--- config.mk ---
export PLATFORM = sky130hd
export DESIGN_NAME = acss_front
export DESIGN_NICKNAME = d
export VERILOG_FILES = /design/src/sv/assert_macros.svh /design/src/sv/acss_pkg.sv /design/src/sv/acss_front.sv
export SDC_FILE = /design/constraint.sdc
export NUM_CORES = 1
export LEC_CHECK = 0
export BUFFER_PORTS_ARGS = -buffer_cell sky130_fd_sc_hd__buf_2
export CORE_MARGIN = 1.5
export CORE_UTILIZATION = 38
export CTS_BUF_LIST = sky130_fd_sc_hd__clkbuf_8 sky130_fd_sc_hd__clkbuf_16
export CTS_CLUSTER_SIZE = 25
export DETAILED_ROUTE_END_ITERATION = 7
export PLACE_DENSITY = 0.95
export SETUP_SLACK_MARGIN = 0.05
export SYNTH_ARGS = -nofsm -noshare
export SYNTH_HDL_FRONTEND = slang
export SYNTH_SLANG_ARGS = --single-unit
--- constraint.sdc ---
create_clock -name clk -period 4.26 [get_ports clk]
set_input_delay 0.639 -clock clk [delete_from_list [all_inputs] [get_ports clk]]
set_output_delay 0.639 -clock clk [all_outputs]
set_load 0.05 [all_outputs]
--- src/sv/assert_macros.svh ---
// ----------------------------------------------------------------------------
// assert_macros.svh
// Concurrent assertion macros, empty when SYNTHESIS is defined.
// ----------------------------------------------------------------------------
`ifndef ASSERT_MACROS_SVH
`define ASSERT_MACROS_SVH
`ifndef SYNTHESIS
`define ASSERT_IMPL(label, clk, rst_n, ante, cons) \
    label: assert property (@(posedge clk) disable iff (!rst_n) (ante) |-> (cons)) \
        else $error("assertion failed");
`define ASSERT_NEXT(label, clk, rst_n, ante, cons) \
    label: assert property (@(posedge clk) disable iff (!rst_n) (ante) |=> (cons)) \
        else $error("assertion failed");
`else
`define ASSERT_IMPL(label, clk, rst_n, ante, cons)
`define ASSERT_NEXT(label, clk, rst_n, ante, cons)
`endif
`endif

--- src/sv/acss_pkg.sv ---
// ----------------------------------------------------------------------------
// acss_pkg
// Shared types and constants of the ADC channel scale and smooth core.
// ----------------------------------------------------------------------------
package acss_pkg;

    localparam int NUM_CHANNELS_DEF = 16;
    localparam int SAMPLE_BITS_DEF  = 12;
    localparam int QUEUE_DEPTH_DEF  = 2;

    localparam int CMD_W    = 2;
    localparam int CH_W     = 4;
    localparam int RAW_W    = 12;
    localparam int VAL_W    = 32;
    localparam int COEFF_W  = 17;
    localparam int STATUS_W = 2;
    localparam int MASK_W   = 16;

    localparam logic [VAL_W-1:0]   GAIN_ONE  = 32'h0100_0000;
    localparam logic [COEFF_W-1:0] COEFF_ONE = 17'h1_0000;

    typedef enum logic [CMD_W-1:0] {
        CMD_SAMPLE = 2'd0,
        CMD_GAIN   = 2'd1,
        CMD_OFFSET = 2'd2,
        CMD_COEFF  = 2'd3
    } cmd_t;

    typedef enum logic [STATUS_W-1:0] {
        ST_OK       = 2'd0,
        ST_DISABLED = 2'd1,
        ST_WRITTEN  = 2'd2
    } status_t;

    typedef enum logic [2:0] {
        KIND_SAMPLE   = 3'd0,
        KIND_DISABLED = 3'd1,
        KIND_GAIN     = 3'd2,
        KIND_OFFSET   = 3'd3,
        KIND_COEFF    = 3'd4,
        KIND_IGNORED  = 3'd5
    } kind_t;

    typedef struct packed {
        kind_t              kind;
        logic [CH_W-1:0]    channel;
        logic [RAW_W-1:0]   raw;
        logic [VAL_W-1:0]   param;
    } item_t;

endpackage

--- src/sv/acss_front.sv ---
// ----------------------------------------------------------------------------
// acss_front
// Input side: holds the channel enable mask, classifies each transaction
// and clamps filter coefficients before queuing.
// ----------------------------------------------------------------------------
module acss_front #(
    parameter int NUM_CHANNELS = acss_pkg::NUM_CHANNELS_DEF,
    parameter int SAMPLE_BITS  = acss_pkg::SAMPLE_BITS_DEF
) (
    input  logic                           clk,
    input  logic                           rst_n,
    input  logic                           cfg_write,
    input  logic [acss_pkg::MASK_W-1:0]    cfg_data,
    input  logic                           push,
    output logic                           full,
    input  logic [acss_pkg::CMD_W-1:0]     cmd,
    input  logic [acss_pkg::CH_W-1:0]      channel,
    input  logic [acss_pkg::RAW_W-1:0]     raw_sample,
    input  logic [acss_pkg::VAL_W-1:0]     param_value,
    input  logic                           q_full,
    output logic                           q_push,
    output acss_pkg::item_t                q_item
);
    import acss_pkg::*;

    localparam logic [RAW_W-1:0] RAW_MASK = RAW_W'((64'd1 << SAMPLE_BITS) - 64'd1);

    logic [MASK_W-1:0] mask_reg;
    logic [MASK_W-1:0] mask_next;
    cmd_t              cmd_code;
    logic              in_range;
    logic [VAL_W-1:0]  coeff_clamped;

    assign mask_next = cfg_write ? cfg_data : mask_reg;

    always_ff @(posedge clk or negedge rst_n)
    begin
        if (!rst_n)
        begin
            mask_reg <= '0;
        end
        else
        begin
            mask_reg <= mask_next;
        end
    end

    assign cmd_code = cmd_t'(cmd);
    assign in_range = ({1'b0, channel} < (CH_W + 1)'(NUM_CHANNELS));
    assign full     = q_full;
    assign q_push   = push && !q_full;

    always_comb
    begin
        priority if (param_value[VAL_W-1])
            coeff_clamped = '0;
        else if ($signed(param_value) > $signed(VAL_W'(COEFF_ONE)))
            coeff_clamped = VAL_W'(COEFF_ONE);
        else
            coeff_clamped = param_value;
    end

    always_comb
    begin
        q_item.channel = channel;
        q_item.raw     = raw_sample & RAW_MASK;
        q_item.param   = param_value;
        q_item.kind    = KIND_IGNORED;
        unique case (cmd_code)
            CMD_SAMPLE: q_item.kind = (in_range && mask_reg[channel]) ? KIND_SAMPLE
                                                                      : KIND_DISABLED;
            CMD_GAIN:   q_item.kind = in_range ? KIND_GAIN : KIND_IGNORED;
            CMD_OFFSET: q_item.kind = in_range ? KIND_OFFSET : KIND_IGNORED;
            CMD_COEFF:
            begin
                q_item.kind  = in_range ? KIND_COEFF : KIND_IGNORED;
                q_item.param = coeff_clamped;
            end
        endcase
    end

endmodule

# == Word level (Yosys, flattened, before mapping) ==
# Index checks and enable logic that the tools add are counted.
# W data, S select, Z words.
# op_classes
n_addsub,0
n_mul,0
n_div,0
n_lt_le_gt_ge,2
eq_ne,3
shifts,0
mux,7
n_bitwise,0
n_reduce_logical,3
# op_table
cell,count
$mux W31,2
$gt A32 B18 Y1 const B,1
$mux W32,1
$pmux W3 S4,1
$lt A4 B5 Y1 const B,1
$bmux W1 S4,1
$eq A2 B2 Y1 const B,2
$eq A2 B1 Y1 const B,1
$logic_not A2 Y1,1
$mux W1,2
$logic_and A1 B1 Y1,1
$logic_not A1 Y1,1
# word_totals
regBits,16
latchBits,0
ramBits,0
rom_bits,0
input_bits,71
out_inout_bits,53
wordCells,16
n_memories,0

# == Longest topological paths before layout ==
# Gate-level depths: netlist of the first run.
# depth
depth_word,4
ltp_mapped,5
mapped_depth_nobuf,4

# == Least setup slack after synthesis of the first run ==
# No wires, ideal clock.
# synth_path
path_type,input -> output
startpoint,input port cmd[0] (netlist name)
endpoint,output port q_item[16] (netlist name)
arrival_ns,2.164
required_ns,3.621
slack_ns,1.457
path_stages,3
path_buffers,0
cell_sequence,ha_1 -> a21oi_1 -> a21oi_1
# synth_rtl
item,line,source
start: declaration,acss_front.sv:16,"input logic [acss_pkg::CMD_W-1:0] cmd,"
end: declaration,acss_front.sv:22,output acss_pkg::item_t q_item

==> results of run 1 <==
## cells in the mapped netlist (all sizes together)
| cell | instances |
|---|---|
| a21oi | 3 |
| a41oi | 1 |
| and2 | 28 |
| buf | 20 |
| clkbuf | 1 |
| dfrtp | 16 |
| ha | 3 |
| inv | 3 |
| mux2 | 16 |
| mux2i | 3 |
| mux4 | 4 |
| nand4 | 1 |
| nor2 | 1 |
| nor2b | 4 |
| nor3 | 1 |
| nor4 | 7 |
| o21ai | 1 |
| o31ai | 1 |
## power by group
part / switching [mW] / internal, mW
clock network: 0.0443 / 0.0625
logic: 0.138 / 0.0727
registers: 0.00726 / 0.167
## stage by stage
step / cell area, µm² / hold WS [ns] / instances / power [mW]
CTS: 1654 / 0.3007 / 239 / 0.4984
global placement: 1613 / 0.4861 / 236 / 0.3853
global route: 1654 / 0.3245 / 239 / 0.5164
finish: 1654 / 0.2995 / 239 / 0.4920
floorplan: 1221 / 0.3434 / 114 / 0.3574
detailed placement: 1613 / 0.4924 / 236 / 0.3892
## critical path: stages
cell and delay (ns):
buf_2 0.10, nor4_1 0.29, nand4_1 0.27, o21ai_4 0.48, and2_1 0.22, buf_2 0.26
## cell type report
class	count	area, µm²
clock buffers	3	41.29
repair buffers	99	495.5
inverters	3	11.26
multi-input cells	74	650.6
flip-flops and latches	16	400.4
well taps	44	55.05
fillers	304	1399
## routing by layer
metal | up-vias | GRT usage (%) | part of all wire (%)
li1 | 544 | - | -
met1 | 526 | 16.46 | 35
met2 | 81 | 33.54 | 51
met3 | 0 | 7.143 | 14
met4 | 0 | 5.714 | 0
met5 | - | 0 | 0
## cell families after synthesis
| logic type | synth area share (%) |
|---|---|
| adders and majority gates | 3.074 |
| AOI/OAI and AO/OA | 3.894 |
| DFF | 32.79 |
| muxes | 24.59 |
| buffers and inverters | 13.93 |
| and+or+nand+nor | 21.72 |
## worst paths after layout
path,end,cells past startpoint,startpoint
hold reg to reg,mask_reg[1]$_DFFE_PN0P_,1,mask_reg[1]$_DFFE_PN0P_
setup / recovery,q_item[23],6,param_value[29]
max in group asynchronous,mask_reg[0]$_DFFE_PN0P_,1,rst_n
min in group clk,mask_reg[1]$_DFFE_PN0P_,1,mask_reg[1]$_DFFE_PN0P_
setup reg to reg,mask_reg[6]$_DFFE_PN0P_,1,mask_reg[6]$_DFFE_PN0P_
hold / removal,mask_reg[7]$_DFFE_PN0P_,1,rst_n
==> impl_results.md, run 1 <==
- Period utilization: 68.26%
- Routed Antenna Nets: 0
- N_diodes: 0
- Gr usage total: 17.49%
- Slew Limit Fails: 0
- Vias per Instance: 4.816
- Pleak: 0.8543 nW
- Final hold vios: 0
- Clock Latency Late Sink: 0.24 ns
- Core ar.: 0.003053 mm²
- CP Class: input pin to primary output
- # DRC: 0
- Routed via count: 1151
- Post-CTS Setup Bufs: 0
- Commonest non-fill, non-tap cell in the layout: buf_2
- Clock slew at reported path FFs: 0.06 ns
- Worst endpoint required time: 3.62 ns
- Post-synthesis cell count: 114
- First-pass GRT wire length: 4685 µm
- Area Growth Syn to Fin: 35.45%
- Crit start category: input pin
- Number of global-route vias before repair: 1089
- CTS Buf Count: 3
- Yosys cell types: 21
- Max reg flops: 16
- RSZ-0062 raised after global routing: no
- Yosys warnings: 0
- Peak VDD IR: 0.0002515 V
- Max Cap Violations: 0
- Avg WL per Cell: 13.84 µm
- Layout cells sized above 1: 63.59%
- Synth area leaders: dfrtp_1 (33%), mux2_2 (15%), and2_1 (14%), buf_4 (10%), mux4_2 (7.4%)
- Layout Skew: 0 ns
- DP HPWL: 2822 µm
- Final worst slack: 1.352 ns
- Commonest cells after routing, fill and taps aside: buf_2 (99), and2_1 (28), mux2_2 (16), dfrtp_1 (16), nor4_1 (6)
- Sink Count: 16
- Mean Syn Cell Area: 10.71 µm²
- Initial antenna violation count: 0
- Relative slew slack: 68.87%
- GPL Wtd Cong: 0.8462
- Clock tree buffer depth: 2
- Root Buffer: clkbuf_8
- Die Area: 0.003563 mm²
- Initial Utilization: 40.00%
- DIE WIDTH: 59.69 µm
- Min-delay worst type: input pin to async pin
- Final core area utilization: 54.18%
- Synth top area share: 32.79%
- Largest fanout on the critical path: 27
- Seq/Total Area, Yosys: 32.79%
- Tightest Pin Transition: 0.4652 ns
- Post-synthesis cell type with the largest combined area: dfrtp_1
- Total gr overflow: 0
- Arr. time, crit path: 2.27 ns
- Final wirelength: 3308 µm
- CP Capture Type: primary output
- Syn Nets: 188
- Yosys reg bits: 16
- PortBufs: 99
- Flop2flop setup slack: 3.50 ns
- Setup TNS: 0 ns
- PD cells: 297.5 mW/mm²
- Die height: 59.69 µm
- Final nets: 271
- Iteration-0 DRC Markers: 39
- Resized cells post-CTS: 0
- Hold Buf Count CTS: 0
- Largest net degree at the start of global routing: 28
- Setup-failing EPs final: 0
- Mapped Area: 0.001221 mm²
- Min Clock Period, post-route: 2.908 ns
- Outcome: finished, final reports clean
- I/O Pins: 124
- CTS tree: built
- Pre-CTS WS: 1.375 ns
- Achievable Freq: 343.9 MHz
- H-tree depth: 1
- # rows: 20
- Drt first pass iters: 4
Note: power is estimated with default switching activity, not from simulation.
==> inputs of run 2 (changes only) <==
--- a/config.mk
+++ b/config.mk
@@ -7,11 +7,11 @@
 export LEC_CHECK = 0
 export BUFFER_PORTS_ARGS = -buffer_cell sky130_fd_sc_hd__buf_2
 export CORE_MARGIN = 1.5
-export CORE_UTILIZATION = 38
+export CORE_UTILIZATION = 32
 export CTS_BUF_LIST = sky130_fd_sc_hd__clkbuf_8 sky130_fd_sc_hd__clkbuf_16
 export CTS_CLUSTER_SIZE = 25
 export DETAILED_ROUTE_END_ITERATION = 7
-export PLACE_DENSITY = 0.95
+export PLACE_DENSITY = 0.88
 export SETUP_SLACK_MARGIN = 0.05
 export SYNTH_ARGS = -nofsm -noshare
 export SYNTH_HDL_FRONTEND = slang
==> constraint.sdc (replaced) <==
create_clock -name clk -period 2.4 [get_ports clk]
set_input_delay 0.36 -clock clk [delete_from_list [all_inputs] [get_ports clk]]
set_output_delay 0.36 -clock clk [all_outputs]
set_load 0.05 [all_outputs]
==> impl_results.md, run 2 (synthesis gave the netlist of run 1 again) <==
- Largest net degree at the start of global routing: 17 (was 28)
- Hold Buf Count CTS: 0 (unchanged)
- Post-CTS Setup Bufs: 0 (unchanged)
- Avg WL per Cell: 11.65 µm (was 13.84 µm)
- # rows: 22 (was 20)
- CTS Buf Count: 3 (unchanged)
- GPL Wtd Cong: 0.6482 (was 0.8462)
- DIE WIDTH: 64.78 µm (was 59.69 µm)
- Total Power: 0.9210 mW (was 0.4920 mW)
- CP Class: input pin to primary output (unchanged)
- Gr usage total: 13.13% (was 17.49%)
- Area Growth Syn to Fin: 39.45% (was 35.45%)
- # DRC: 0 (unchanged)
- Die Area: 0.004196 mm² (was 0.003563 mm²)
- I/O Pins: 124 (unchanged)
- Pleak: 0.8804 nW (was 0.8543 nW)
- Achievable Freq: 467.6 MHz
- Root Buffer: clkbuf_8 (unchanged)
- CTS tree: built (unchanged)
- Clock Latency Late Sink: 0.25 ns (was 0.24 ns)
- Resized cells post-CTS: 0 (unchanged)
- Largest fanout on the critical path: 15 (was 27)
- Initial antenna violation count: 0 (unchanged)
- Initial Utilization: 33.36% (was 40.00%)
- Crit start category: input pin (unchanged)
- Max Cap Violations: 0 (unchanged)
- Iteration-0 DRC Markers: 14 (was 39)
- Number of global-route vias before repair: 1057 (was 1089)
- Setup-failing EPs final: 0 (unchanged)
- Relative slew slack: 75.93% (was 68.87%)
- Pre-CTS WS: 0.2363 ns (was 1.375 ns)
- Commonest non-fill, non-tap cell in the layout: buf_2 (unchanged)
- Fillers: 350 (was 304)
- Layout cells sized above 1: 64.50% (was 63.59%)
- Min-delay worst type: input pin to async pin (unchanged)
- RSZ-0062 raised after global routing: no (unchanged)
- Final Cell Area: 0.001703 mm² (was 0.001654 mm²)
- Clock slew at reported path FFs: 0.06 ns (about the same)
- Drt first pass iters: 3 (was 4)
- DP HPWL: 2470 µm (was 2822 µm)
- Outcome: finished, final reports clean (unchanged)
- Worst endpoint required time: 2.04 ns (was 3.62 ns)
- Setup TNS: 0 ns (unchanged)
- Sink Count: 16 (unchanged)
- Final nets: 275 (was 271)
- Tightest Pin Transition: 0.3610 ns (was 0.4652 ns)
- Total gr overflow: 0 (unchanged)
- Max reg flops: 16 (unchanged)
- Period utilization: 89.10%
- Min Clock Period, post-route: 2.138 ns
- Clock tree buffer depth: 2 (unchanged)
- H-tree depth: 1 (unchanged)
- Arr. time, crit path: 1.78 ns (was 2.27 ns)
- Final worst slack: 0.2616 ns (was 1.352 ns)
- WHS: 0.01381 ns (was 0.2995 ns)
- Die height: 64.78 µm (was 59.69 µm)
- Peak VDD IR: 0.0003637 V (was 0.0002515 V)
- PortBufs: 99 (unchanged)
- First-pass GRT wire length: 4284 µm (was 4685 µm)
- Cell Area, Placed: 0.001648 mm² (was 0.001613 mm²)
- PD cells: 540.9 mW/mm² (was 297.5 mW/mm²)
- Slew Limit Fails: 0 (unchanged)
- Vias per Instance: 4.645 (was 4.816)
- N_diodes: 0 (unchanged)
- Routed via count: 1152 (was 1151)
- Layout Skew: 0 ns (unchanged)
- Commonest cells after routing, fill and taps aside: buf_2 (99), and2_1 (28), mux2_2 (16), dfrtp_1 (16), nor4_1 (6) (unchanged)
- Routed Antenna Nets: 0 (unchanged)
- CP Capture Type: primary output (unchanged)
- Final wirelength: 2890 µm (was 3308 µm)
- Final hold vios: 0 (unchanged)
- Core ar.: 0.003661 mm² (was 0.003053 mm²)
==> run 2: final cells by class <==
type | count | area, µm² | share of cell area, %
clock buffer | 4 | 55.05 | 3.233
multi-input combinational | 74 | 650.6 | 38.21
tap | 48 | 60.06 | 3.527
sequential | 16 | 400.4 | 23.51
timing repair buffer | 103 | 525.5 | 30.86
inverter | 3 | 11.26 | 0.6613
==> run 2: metrics by stage <==
stage	cells	utilization (%)
3_5_place_dp	244	45.01
3_3_place_gp	244	45.01
5_1_grt	248	46.51
6_report	248	46.51
2_1_floorplan	114	-
4_1_cts	248	46.51
==> run 2: power by group <==
group | leakage [nW] | internal, mW | switching [mW] | total, mW
clock | 0.0288 | 0.146 | 0.0900 | 0.236
sequential | 0.187 | 0.297 | 0.0131 | 0.310
combinational | 0.665 | 0.133 | 0.242 | 0.375
==> run 2: final timing paths <==
check                                          from                       end  slack [ns]  depth (start not counted)
setup / recovery                     param_value[0]                q_item[14]        0.26                          7
hold / removal                                rst_n   mask_reg[8]$_DFFE_PN0P_        0.01                          1
setup reg to reg            mask_reg[4]$_DFFE_PN0P_   mask_reg[4]$_DFFE_PN0P_        1.63                          1
hold reg to reg            mask_reg[12]$_DFFE_PN0P_  mask_reg[12]$_DFFE_PN0P_        0.50                          1
max in group asynchronous                     rst_n   mask_reg[5]$_DFFE_PN0P_        2.13                          1
min in group clk                       cfg_data[11]  mask_reg[11]$_DFFE_PN0P_        0.34                          2
==> run 2: worst max-delay path, cell delays in order <==
cell     delay, ns
buf_2         0.10
nor4_1        0.33
a41oi_1       0.24
o21ai_4       0.17
buf_4         0.18
and2_1        0.14
buf_2         0.26
==> run 2: metal layers <==
layer | up-vias | GRT usage, % | part of all wire, %
met5 | - | 0 | 0
met2 | 75 | 25.77 | 49
met1 | 520 | 12.95 | 40
met4 | 0 | 7.181 | 1.8
met3 | 4 | 1.910 | 9.3
li1 | 553 | - | -
