[config.mk]
export PLATFORM = sky130hd
export DESIGN_NAME = acss_queue
export DESIGN_NICKNAME = d
export VERILOG_FILES = /design/src/sv/assert_macros.svh /design/src/sv/acss_pkg.sv /design/src/sv/acss_queue.sv
export SDC_FILE = /design/constraint.sdc
export NUM_CORES = 1
export LEC_CHECK = 0
export ABC_AREA = 1
export BUFFER_PORTS_ARGS = -buffer_cell sky130_fd_sc_hd__buf_4
export CORE_ASPECT_RATIO = 1.5
export CORE_UTILIZATION = 52
export CTS_CLUSTER_DIAMETER = 100
export DETAILED_ROUTE_END_ITERATION = 8
export GPL_ROUTABILITY_DRIVEN = 0
export PLACE_DENSITY = 0.82
export SYNTH_ARGS = -nofsm -noshare
export SYNTH_HDL_FRONTEND = slang
export SYNTH_SLANG_ARGS = --single-unit
[constraint.sdc]
create_clock -name clk -period 4.2 [get_ports clk]
set_input_delay 0.63 -clock clk [delete_from_list [all_inputs] [get_ports clk]]
set_output_delay 0.63 -clock clk [all_outputs]
set_load 0.05 [all_outputs]
[src/sv/assert_macros.svh]
// ----------------------------------------------------------------------------
// assert_macros.svh
// Concurrent assertion macros, empty when SYNTHESIS is defined.
// ----------------------------------------------------------------------------
`ifndef ASSERT_MACROS_SVH
`define ASSERT_MACROS_SVH
`ifndef SYNTHESIS
`define ASSERT_IMPL(label, clk, rst_n, ante, cons) \
    label: assert property (@(posedge clk) disable iff (!rst_n) (ante) |-> (cons)) \
        else $error("assertion failed");
`define ASSERT_NEXT(label, clk, rst_n, ante, cons) \
    label: assert property (@(posedge clk) disable iff (!rst_n) (ante) |=> (cons)) \
        else $error("assertion failed");
`else
`define ASSERT_IMPL(label, clk, rst_n, ante, cons)
`define ASSERT_NEXT(label, clk, rst_n, ante, cons)
`endif
`endif

[src/sv/acss_pkg.sv]
// ----------------------------------------------------------------------------
// acss_pkg
// Shared types and constants of the ADC channel scale and smooth core.
// ----------------------------------------------------------------------------
package acss_pkg;

    localparam int NUM_CHANNELS_DEF = 16;
    localparam int SAMPLE_BITS_DEF  = 12;
    localparam int QUEUE_DEPTH_DEF  = 2;

    localparam int CMD_W    = 2;
    localparam int CH_W     = 4;
    localparam int RAW_W    = 12;
    localparam int VAL_W    = 32;
    localparam int COEFF_W  = 17;
    localparam int STATUS_W = 2;
    localparam int MASK_W   = 16;

    localparam logic [VAL_W-1:0]   GAIN_ONE  = 32'h0100_0000;
    localparam logic [COEFF_W-1:0] COEFF_ONE = 17'h1_0000;

    typedef enum logic [CMD_W-1:0] {
        CMD_SAMPLE = 2'd0,
        CMD_GAIN   = 2'd1,
        CMD_OFFSET = 2'd2,
        CMD_COEFF  = 2'd3
    } cmd_t;

    typedef enum logic [STATUS_W-1:0] {
        ST_OK       = 2'd0,
        ST_DISABLED = 2'd1,
        ST_WRITTEN  = 2'd2
    } status_t;

    typedef enum logic [2:0] {
        KIND_SAMPLE   = 3'd0,
        KIND_DISABLED = 3'd1,
        KIND_GAIN     = 3'd2,
        KIND_OFFSET   = 3'd3,
        KIND_COEFF    = 3'd4,
        KIND_IGNORED  = 3'd5
    } kind_t;

    typedef struct packed {
        kind_t              kind;
        logic [CH_W-1:0]    channel;
        logic [RAW_W-1:0]   raw;
        logic [VAL_W-1:0]   param;
    } item_t;

endpackage

[src/sv/acss_queue.sv]
// ----------------------------------------------------------------------------
// acss_queue
// Small register queue decoupling the classifier from the arithmetic
// sequencer.
// ----------------------------------------------------------------------------
module acss_queue #(
    parameter int DEPTH = acss_pkg::QUEUE_DEPTH_DEF
) (
    input  logic            clk,
    input  logic            rst_n,
    input  logic            push,
    input  acss_pkg::item_t data_in,
    output logic            full,
    input  logic            pop,
    output acss_pkg::item_t data_out,
    output logic            empty
);
    import acss_pkg::*;

    localparam int PTR_W = (DEPTH > 1) ? $clog2(DEPTH) : 1;
    localparam int CNT_W = $clog2(DEPTH + 1);

    item_t            mem_reg [DEPTH];
    logic [PTR_W-1:0] wr_ptr_reg;
    logic [PTR_W-1:0] wr_ptr_next;
    logic [PTR_W-1:0] rd_ptr_reg;
    logic [PTR_W-1:0] rd_ptr_next;
    logic [CNT_W-1:0] count_reg;
    logic [CNT_W-1:0] count_next;
    logic             do_push;
    logic             do_pop;

    assign full     = (count_reg == CNT_W'(DEPTH));
    assign empty    = (count_reg == '0);
    assign do_push  = push && !full;
    assign do_pop   = pop && !empty;
    assign data_out = mem_reg[rd_ptr_reg];

    always_comb
    begin
        wr_ptr_next = wr_ptr_reg;
        rd_ptr_next = rd_ptr_reg;
        count_next  = count_reg;
        if (do_push)
            wr_ptr_next = (wr_ptr_reg == PTR_W'(DEPTH - 1)) ? '0 : wr_ptr_reg + 1'b1;
        if (do_pop)
            rd_ptr_next = (rd_ptr_reg == PTR_W'(DEPTH - 1)) ? '0 : rd_ptr_reg + 1'b1;
        if (do_push && !do_pop)
            count_next = count_reg + 1'b1;
        else if (do_pop && !do_push)
            count_next = count_reg - 1'b1;
    end

    always_ff @(posedge clk or negedge rst_n)
    begin
        if (!rst_n)
        begin
            wr_ptr_reg <= '0;
            rd_ptr_reg <= '0;
            count_reg  <= '0;
        end
        else
        begin
            wr_ptr_reg <= wr_ptr_next;
            rd_ptr_reg <= rd_ptr_next;
            count_reg  <= count_next;
        end
    end

    always_ff @(posedge clk)
    begin
        if (do_push)
            mem_reg[wr_ptr_reg] <= data_in;
    end

endmodule

== Word-level counts from Yosys, hierarchy flattened ==
Memory sizes are Yosys's and may differ from the RTL's.
Cells that the tools add are included.
W data, S select, Z words.

* Add/sub/neg operators: 4
* Equal/unequal tests: 1
* Muxes and demuxes: 6
* Reduce and logical (&&, ||, !) cells: 10

{| class="wikitable"
|+ Operator list
! operator !! number
|-
| $logic_and A1 B1 Y1 || 4
|-
| $logic_not A1 Y1 || 4
|-
| $mux W1 || 4
|-
| $mux W2 || 2
|-
| $add A1 B1 Y1 const B || 2
|-
| $add A2 B1 Y2 const B || 1
|-
| $eq A2 B2 Y1 const B || 1
|-
| $logic_not A2 Y1 || 1
|-
| $reduce_bool A2 Y1 || 1
|-
| $sub A2 B1 Y2 const B || 1
|}

* Register bits after elaboration: 4
* Memory bits (writable): 102
* Output and inout port bits: 53
* Word-level logic and storage cells: 25
* Memories kept: 1

{| class="wikitable"
|+ Memory list
! memory !! words !! bits a word !! rd ports !! clocked after Yosys merged registers in !! write ports !! line !! RTL
|-
| mem_reg || 2 || 51 || 1 || 0 || 1 || acss_queue.sv:23 || <nowiki>item_t mem_reg [DEPTH];</nowiki>
|}

== Depth between registers and ports, before layout ==
Gate-level depths: netlist (run 1).

* Depth after elaboration: 7
* Mapped depth: 9
* Mapped depth without buffers: 9

== Worst setup path after synthesis (run 1) ==
No wires, ideal clock.

* Kind: input-to-reg
* From: in push
* To: mem mem_reg[1][0] (netlist name) (enable)
* Arrival: 2876 ps
* Required time: 3740 ps
* Slack: 865 ps
* Cell stages on the path: 2
* Path through: o21ai_0 nor2_1

* Cells in the longest elaborated chain, start to end: 3

{| class="wikitable"
|+ RTL lines
! item !! line !! RTL
|-
| start: declaration || acss_queue.sv:11 || <nowiki>input logic push,</nowiki>
|-
| $logic_and A1 B1 Y1 || acss_queue.sv:35 || <nowiki>assign do_push = push && !full;</nowiki>
|-
| $mux W1 || acss_queue.sv:72 || <nowiki>if (do_push)</nowiki>
|-
| $mux W1 (implied by the code) || acss_queue.sv:73 || <nowiki>mem_reg[wr_ptr_reg] <= data_in;</nowiki>
|-
| end: declaration || acss_queue.sv:23 ||
|}

Every way passes these cells.

==> run metrics, run 1 <==
CTS tree yes; commonest non-fill, non-tap cell in the layout nand2_1; Total Neg Setup Slack 0 ns; syn_nets 354; Port Buffers 107; hold slack final 0.0563 ns; Post-CTS Setup Repair Bufs 0; final slew viol count 0; Initial Util 0.542; commonest non-fill, non-tap cells in the layout 162 x nand2_1, 108 x buf_4, 102 x edfxtp_1; critical-path maximum fanout 53; number of diodes 0; io pins 108; CP startpoint kind flop; Clock transition at path regs 0.08 ns; Synth area leaders edfxtp_1 78%, nand2_1 15%, dfrtp_1 2.5%; DR WL/cell 14.2 um; cells after synthesis 298; cts bufs inserted 9; CP Class flop to output pin; relative slew slack 0.265; worst skew pair latency 0.35 ns; synthesis-stage register bit count 106; Die Y-Extent 109 um; dpl hpwl 4.77 mm; Critical Path End Type output pin; Synth Area per Inst 13.2 um2; yosys warns 0; Fin. Hold Viols 0; vias in the first global route 2393; required time of the worst setup path 3.57 ns; Max Cap Viol 0; # DRC 0; initial antenna violation count 0; reg2reg start count_reg[1]; Longest Clk Path Bufs 2; GR Util All Layers 0.190; layout cells sized above 1 0.302; total power 4.07 mW; number of gates resized after cts 0; VDD IR max 0.000552 V; first-iteration detailed-routing DRC count 167; fin crit period 2.87 ns; hold-fix buffers at CTS 0; Top Layer Used met4; PwrDens 818 nW/um2; DRT antenna net count 0; clk_skew 0.00714 ns; Yosys top cell by area edfxtp_1; Setup violations, final 0; status complete, no violations; Detailed Routing Iterations Pass 1 4; final wirelength 7.24 mm; Row Count 38; area share of the largest cell type after synthesis 0.777; Area growth, synth to finish 26.0%; final layout net count 462; die area 7940 um2; Tcrit/Tclk final 0.684; Max H-tree Level 3; die width 73.1 um; Cell Area, Synth 3940 um2; Yosys cell types 15; RSZ-0062 raised after global routing false; TritonCTS sink count 106; wire length on met1 2.70 mm; met3 WL 383 um; core area 7270 um2; Hold Crit Class input pin to asynchronous set/reset pin; P_leak 2.14 nW; Root Driver clkbuf_8; max reg flops 102; largest net degree at the start of global routing 54; register area share after synthesis 0.802; metal2 WL 3.79 mm; DR vias/cell 4.79; FMAX 348 MHz; vias post-DR 2450; global-route wire length before repair 10.8 mm; worst setup path start rd_ptr_reg; aggregate global routing overflow 0; Slew @ Worst Pin 1.10 ns; critical path data arrival time 2.24 ns
[path summary, 6_finish.rpt]
check,endpoint,slack [ns],depth (start not counted)
min reg2reg,wr_ptr_reg,0.48,2
max reg2reg,mem_reg[1][16],2.08,4
min,wr_ptr_reg,0.06,1
min in group clk,mem_reg[1][13],0.46,1
max,data_out[50],1.33,4
max in group asynchronous,rd_ptr_reg,4.03,1
[logic make-up (layout without fill, tap and decap cells)]
logic type / Yosys count / in the layout / share of synthesized area
buf+inv: 19 / 132 / 0.0260
flops: 106 / 106 / 0.802
xor+xnor: 1 / 1 / 0.00222
compound gates: 2 / 2 / 0.00254
fa+ha+maj: 1 / 1 / 0.00317
simple gates: 169 / 169 / 0.164
[synthesized netlist by cell type]
master / count
buf_2: 5
buf_4: 6
dfrtp_1: 4
edfxtp_1: 102
ha_1: 1
inv_1: 7
inv_4: 1
nand2_1: 162
nand3_1: 1
nand3b_1: 1
nand4_1: 1
nor2_1: 2
nor2_2: 2
o21ai_0: 2
xnor2_1: 1
[critical path: stages (launching register included)]
cell and delay [ns]:
dfrtp_2 0.99, inv_4 0.43, nand2_1 0.16, nand2_1 0.09, buf_4 0.20
[power breakdown]
part | leakage [nW] | switching (mW) | internal [mW]
clock | 0.0776 | 0.299 | 0.205
sequential | 0.996 | 0.138 | 1.44
combinational | 1.06 | 1.47 | 0.514
total | 2.14 | 1.90 | 2.16
[routing by layer]
layer	track usage	vias to the layer above
li1	-	1207
met1	0.210	1131
met2	0.313	86
met3	0.0388	26
met4	0.155	0
met5	0	-
[area by class of cell]
type / count / area, um2
well taps: 100 / 125
clock inverters: 6 / 23.8
inverters: 8 / 32.5
multi-input cells: 173 / 686
fillers: 542 / 2300
clock buffers: 10 / 128
flip-flops and latches: 106 / 3160
repair buffers: 108 / 811
[per-stage QoR]
step	std cells	utilization	setup WS, ns	area (um2)
6_report	511	0.683	1.33	4970
3_5_place_dp	495	0.662	1.69	4820
3_3_place_gp	495	0.662	1.71	4820
5_1_grt	511	0.683	1.18	4970
4_1_cts	511	0.683	1.28	4970
2_1_floorplan	298	-	0.865	3940
Power figures use the tool's default switching activity.
==> inputs of run 2 (changes only) <==
==> constraint.sdc (replaced) <==
create_clock -name clk -period 2.8 [get_ports clk]
set_input_delay 0.42 -clock clk [delete_from_list [all_inputs] [get_ports clk]]
set_output_delay 0.42 -clock clk [all_outputs]
set_load 0.05 [all_outputs]
==> run 2 against run 1 <==
  * Sequential cell count unchanged
  * Cell area increased by 0.93%
  * Register-to-register slack got worse by 1.0 ns
  * First-iteration DRC count increased by 40%
  * Sequential power increased by 44%
  * Critical endpoint is now data_out[1]
  * Global-route usage increased by 0.29 points
==> run metrics, run 2 (synthesized netlist as in run 1, its figures left out) <==
CTS tree yes; largest net degree at the start of global routing 53 (-1.9%); # DRC 0 (unchanged); Root Driver clkbuf_8; die area 7940 um2 (unchanged); required time of the worst setup path 2.38 ns (-1.19 ns); Hold Crit Class input pin to flop; io pins 108 (unchanged); TritonCTS sink count 106 (unchanged); first-iteration detailed-routing DRC count 234 (+40%); multi-input logic area 686 um2 (unchanged); Tcrit/Tclk final 0.730; cts bufs inserted 9 (unchanged); die width 73.1 um (unchanged); VDD IR max 0.000785 V (+42%); critical path data arrival time 1.62 ns (-0.62 ns); commonest non-fill, non-tap cell in the layout nand2_1; Row Count 38 (unchanged); final layout net count 466 (+0.87%); GR Util All Layers 0.193 (+0.00292); Die Y-Extent 109 um (unchanged); PwrDens 1230 nW/um2 (+50%); Area growth, synth to finish 27.2%; CP Class flop to output pin; Detailed Routing Iterations Pass 1 4 (unchanged); worst setup path start rd_ptr_reg; reg2reg start count_reg[0]; sw frac 0.467 (-0.00129); Critical Path End Type output pin; Fin. Hold Viols 0 (unchanged); P_leak 2.16 nW (+1.2%); Fillers 531 (-2.0%); Post-CTS Setup Repair Bufs 0 (unchanged); DR vias/cell 4.75 (-0.86%); Gate power share 0.508 (+0.021); aggregate global routing overflow 0 (unchanged); final wirelength 7.16 mm (-1.1%); fin crit period 2.04 ns; max reg flops 102 (unchanged); critical-path maximum fanout 52 (-1.9%); hold path startpoint data_in[10]; Net Sw Power 2.87 mW (+51%); vias in the first global route 2378 (-0.63%); commonest non-fill, non-tap cells in the layout 162 x nand2_1, 110 x buf_4, 102 x edfxtp_1; DRT antenna net count 0 (unchanged); layout cells sized above 1 0.308 (+0.00673); Setup violations, final 0 (unchanged); number of gates resized after cts 0 (unchanged); FMAX 489 MHz; vias post-DR 2448 (-0.082%); Total Neg Setup Slack 0 ns (unchanged); RSZ-0062 raised after global routing false; initial antenna violation count 0 (unchanged); core area 7270 um2 (unchanged); worst skew pair latency 0.36 ns (about the same); register area 3160 um2 (unchanged); DR WL/cell 13.9 um (-1.8%); dpl hpwl 4.82 mm (+0.95%); hold-fix buffers at CTS 1 (+1); status complete, no violations; Clock transition at path regs 0.09 ns (about the same); Clk pwr share 0.123 (about the same); Slew @ Worst Pin 0.658 ns (-0.442 ns); total power 6.15 mW (+51%); Reg power frac 0.369 (-0.020); global-route wire length before repair 11.0 mm (+1.7%); Max Cap Viol 0 (unchanged); clk_skew 0.00977 ns (+0.00264 ns); Max H-tree Level 3 (unchanged); final slew viol count 0 (unchanged); Initial Util 0.542 (unchanged); Port Buffers 107 (unchanged); Int Power 3.28 mW (+52%); number of diodes 0 (unchanged); CP startpoint kind flop; Longest Clk Path Bufs 2 (unchanged); relative slew slack 0.561 (+0.296)
[run 2: cell count changes in the layout (fill, tap and decap cells not counted)]
| cell | previous run | this run |
|---|---|---|
| clkinv_2 | 1 | 2 |
| clkinv_1 | 5 | 3 |
| buf_12 | 0 | 1 |
| buf_4 | 108 | 110 |
| clkbuf_1 | 1 | 2 |
| dlygate4sd3_1 | 0 | 1 |
[run 2: final timing paths]
check	slack [ns]	depth (start not counted)	endpoint
setup / recovery	0.76	4	data_out[1]
hold / removal	0.24	1	mem_reg[1][10]
setup reg to reg	1.04	3	mem_reg[1][23]
hold reg to reg	0.48	2	wr_ptr_reg
max in group asynchronous	2.29	2	rd_ptr_reg
min in group asynchronous	0.40	2	wr_ptr_reg
[run 2: cell type report]
| type | instances | share of cell area |
|---|---|---|
| flip-flops and latches | 106 | 0.631 |
| repair buffers | 112 | 0.171 |
| multi-input cells | 173 | 0.137 |
| clock buffers | 11 | 0.0262 |
| well taps | 100 | 0.0249 |
| inverters | 8 | 0.00649 |
| clock inverters | 5 | 0.00424 |
[run 2: metrics by stage]
stage	utilization	area, um2	setup WS (ns)	hold slack (ns)	instances
6_report	0.690	5020	0.756	0.242	515
5_1_grt	0.690	5020	0.617	0.228	515
4_1_cts	0.690	5020	0.714	0.225	515
3_5_place_dp	0.667	4850	1.02	0.220	498
3_3_place_gp	0.667	4850	1.04	0.219	498
2_1_floorplan	-	3950	0.452	0.124	298
[run 2: power groups by stage]
stage          Combinational (mW)  Clock, mW  Sequential, mW
3_3_place_gp                 3.10          0            2.28
2_1_floorplan                2.24          0            2.28
6_report                     3.12      0.758            2.27
3_5_place_dp                 3.15          0            2.31
5_1_grt                      3.31      0.832            2.30
4_1_cts                      3.16      0.772            2.27
[run 2: worst max-delay path, stage by stage (launching register included)]
cell and delay, ns:
dfrtp_2 0.44, inv_4 0.40, nand2_1 0.13, nand2_1 0.10, buf_4 0.20
[run 2: metal layers]
layer  part of all wire  wire length [um]  GRT usage
met4              0.039               282      0.133
met5                  0                 0          0
met1               0.39              2760      0.233
met3              0.031               224     0.0296
met2               0.54              3900      0.317
==> inputs of run 3 (changes only) <==
--- a/config.mk
+++ b/config.mk
@@ -8,11 +8,11 @@
 export ABC_AREA = 1
 export BUFFER_PORTS_ARGS = -buffer_cell sky130_fd_sc_hd__buf_4
 export CORE_ASPECT_RATIO = 1.5
-export CORE_UTILIZATION = 52
+export CORE_UTILIZATION = 47
 export CTS_CLUSTER_DIAMETER = 100
 export DETAILED_ROUTE_END_ITERATION = 8
 export GPL_ROUTABILITY_DRIVEN = 0
-export PLACE_DENSITY = 0.82
+export PLACE_DENSITY = 0.79
 export SYNTH_ARGS = -nofsm -noshare
 export SYNTH_HDL_FRONTEND = slang
 export SYNTH_SLANG_ARGS = --single-unit
==> constraint.sdc (replaced) <==
create_clock -name clk -period 1.7 [get_ports clk]
set_input_delay 0.255 -clock clk [delete_from_list [all_inputs] [get_ports clk]]
set_output_delay 0.255 -clock clk [all_outputs]
set_load 0.05 [all_outputs]
==> run 3 against run 2 <==
  * Setup slack lost 0.71 ns
  * Non-clock buffer count grew 7
  * Combinational power grew 81%
  * Wire length grew 6.6%
  * Sequential power grew 65%
  * Critical path depth grew 1
  * Register-to-register slack lost 0.85 ns
  * Critical path type unchanged
  * Sequential cell count is the same
  * Cell area grew 6.0%
  * Die area grew 10%
==> run metrics, run 3 (synthesized netlist as in run 1, its figures left out) <==
status complete, no violations; Port Buffers 107 (unchanged); Root Driver clkbuf_16; RSZ-0062 raised after global routing true; Post-Layout Cell Count 526 (+2.1%); Setup violations, final 0 (unchanged); final slew viol count 0 (unchanged); sw frac 0.443 (-0.0237); Max Cap Viol 0 (unchanged); global-route wire length before repair 11.8 mm (+7.8%); DP Area 4940 um2 (+1.8%); clk_skew 0.00424 ns (-0.00553 ns); final layout net count 473 (+1.5%); initial antenna violation count 0 (unchanged); VDD IR max 0.00134 V (+71%); Detailed Routing Iterations Pass 1 4 (unchanged); die area 8770 um2 (+10%); FMAX 606 MHz; Area growth, synth to finish 34.8%; critical-path maximum fanout 13 (-75%); total power 11.2 mW (+82%); Die Y-Extent 114 um (+5.1%); register area 3170 um2 (about the same); Total Neg Setup Slack 0 ns (unchanged); Reg power frac 0.336 (-0.033); CP Class flop to output pin; max reg flops 102 (unchanged); Reg2Reg Setup Slack 0.19 ns (-0.85 ns); number of diodes 0 (unchanged); Gate power share 0.504 (-0.004); fin crit period 1.65 ns; Final Util 0.660 (-0.0299); CP startpoint kind flop; layout cells sized above 1 0.328 (+0.0194); hold slack final 0.0963 ns (-0.145 ns); final wirelength 7.63 mm (+6.6%); Tcrit/Tclk final 0.971; commonest non-fill, non-tap cells in the layout 161 x nand2_1, 102 x edfxtp_1, 97 x buf_4; DR vias/cell 4.74 (-0.29%); P_leak 2.27 nW (+5.1%); worst skew pair latency 0.34 ns (-0.02 ns); Fin. Hold Viols 0 (unchanged); largest net degree at the start of global routing 38 (-28%); Net Sw Power 4.95 mW (+73%); GR Util All Layers 0.187 (-0.00677); die width 76.8 um (+5.0%); worst setup path start rd_ptr_reg; relative slew slack 0.694 (+0.133); placed insts 507 (+1.8%); PwrDens 2100 nW/um2 (+72%); Clk pwr share 0.160 (+0.037); DR WL/cell 14.5 um (+4.3%); TritonCTS sink count 106 (unchanged); Fillers 590 (+11%); aggregate global routing overflow 0 (unchanged); multi-input logic area 693 um2 (+1.1%); cts bufs inserted 9 (unchanged); critical path data arrival time 1.40 ns (-0.22 ns); Critical Path End Type output pin; vias post-DR 2493 (+1.8%); commonest non-fill, non-tap cell in the layout nand2_1; DRT antenna net count 0 (unchanged); # DRC 0 (unchanged); Slew @ Worst Pin 0.454 ns (-0.205 ns); Initial Util 0.489 (-0.0527); CTS tree yes; Design Area, Final 5320 um2 (+6.0%); vias in the first global route 2470 (+3.9%); Row Count 40 (+5.3%); Int Power 6.22 mW (+90%); core area 8060 um2 (+11%); io pins 108 (unchanged); Clock transition at path regs 0.07 ns (-0.02 ns); hold path startpoint data_in[13]; post-route setup slack 0.0487 ns (-0.708 ns); Hold Crit Class input pin to flop; dpl hpwl 5.03 mm (+4.4%); reg2reg start count_reg[0]; first-iteration detailed-routing DRC count 160 (-32%); Max H-tree Level 3 (unchanged); Longest Clk Path Bufs 2 (unchanged); worst slack, placed 0.257 ns (-0.766 ns); required time of the worst setup path 1.44 ns (-0.94 ns)
## run 3: final timing paths
path,cells after the start,endpoint
max,5,data_out[7]
min,1,mem_reg[0][13]
max reg2reg,6,count_reg[1]
min reg2reg,2,wr_ptr_reg
max in group asynchronous,2,count_reg[0]
min in group asynchronous,2,rd_ptr_reg
## run 3: timing repair
item / 4_1_cts / 5_1_grt
gates resized for setup: 10 / 11
endpoints found under the setup margin: 40 / 23
hold endpoints to repair: 4 / 0
hold buffers: 1 / 0
buffers inserted: 2 / 0
gates cloned: 1 / 0
## run 3: cell type report
class                      instances  share of cell area
clock buffer                      11              0.0438
clock inverter                     4             0.00377
inverter                           8             0.00730
multi-input combinational        173               0.130
sequential                       106               0.596
tap                              105              0.0247
timing repair buffer             119               0.194
## run 3: worst max-delay path, stage by stage, from the launching register on
cell and delay (ns):
dfrtp_2 0.45, clkinv_4 0.12, buf_8 0.15, nand2_1 0.06, nand2_1 0.07, buf_4 0.20
## run 3: power by group through the flow
stage	clock network, mW	logic (mW)	registers [mW]
finish	1.79	5.64	3.75
global route	1.93	5.96	3.80
CTS	1.83	5.59	3.75
detailed placement	0	5.37	3.80
global placement	0	5.29	3.77
floorplan	0	3.72	3.76
## run 3: per-layer routing
layer | routed length [um] | global-route usage | vias to the layer above
met1 | 2880 | 0.203 | 1153
met2 | 4040 | 0.320 | 87
li1 | - | - | 1233
met3 | 388 | 0.0367 | 20
met4 | 325 | 0.141 | 0
met5 | 0 | 0 | -
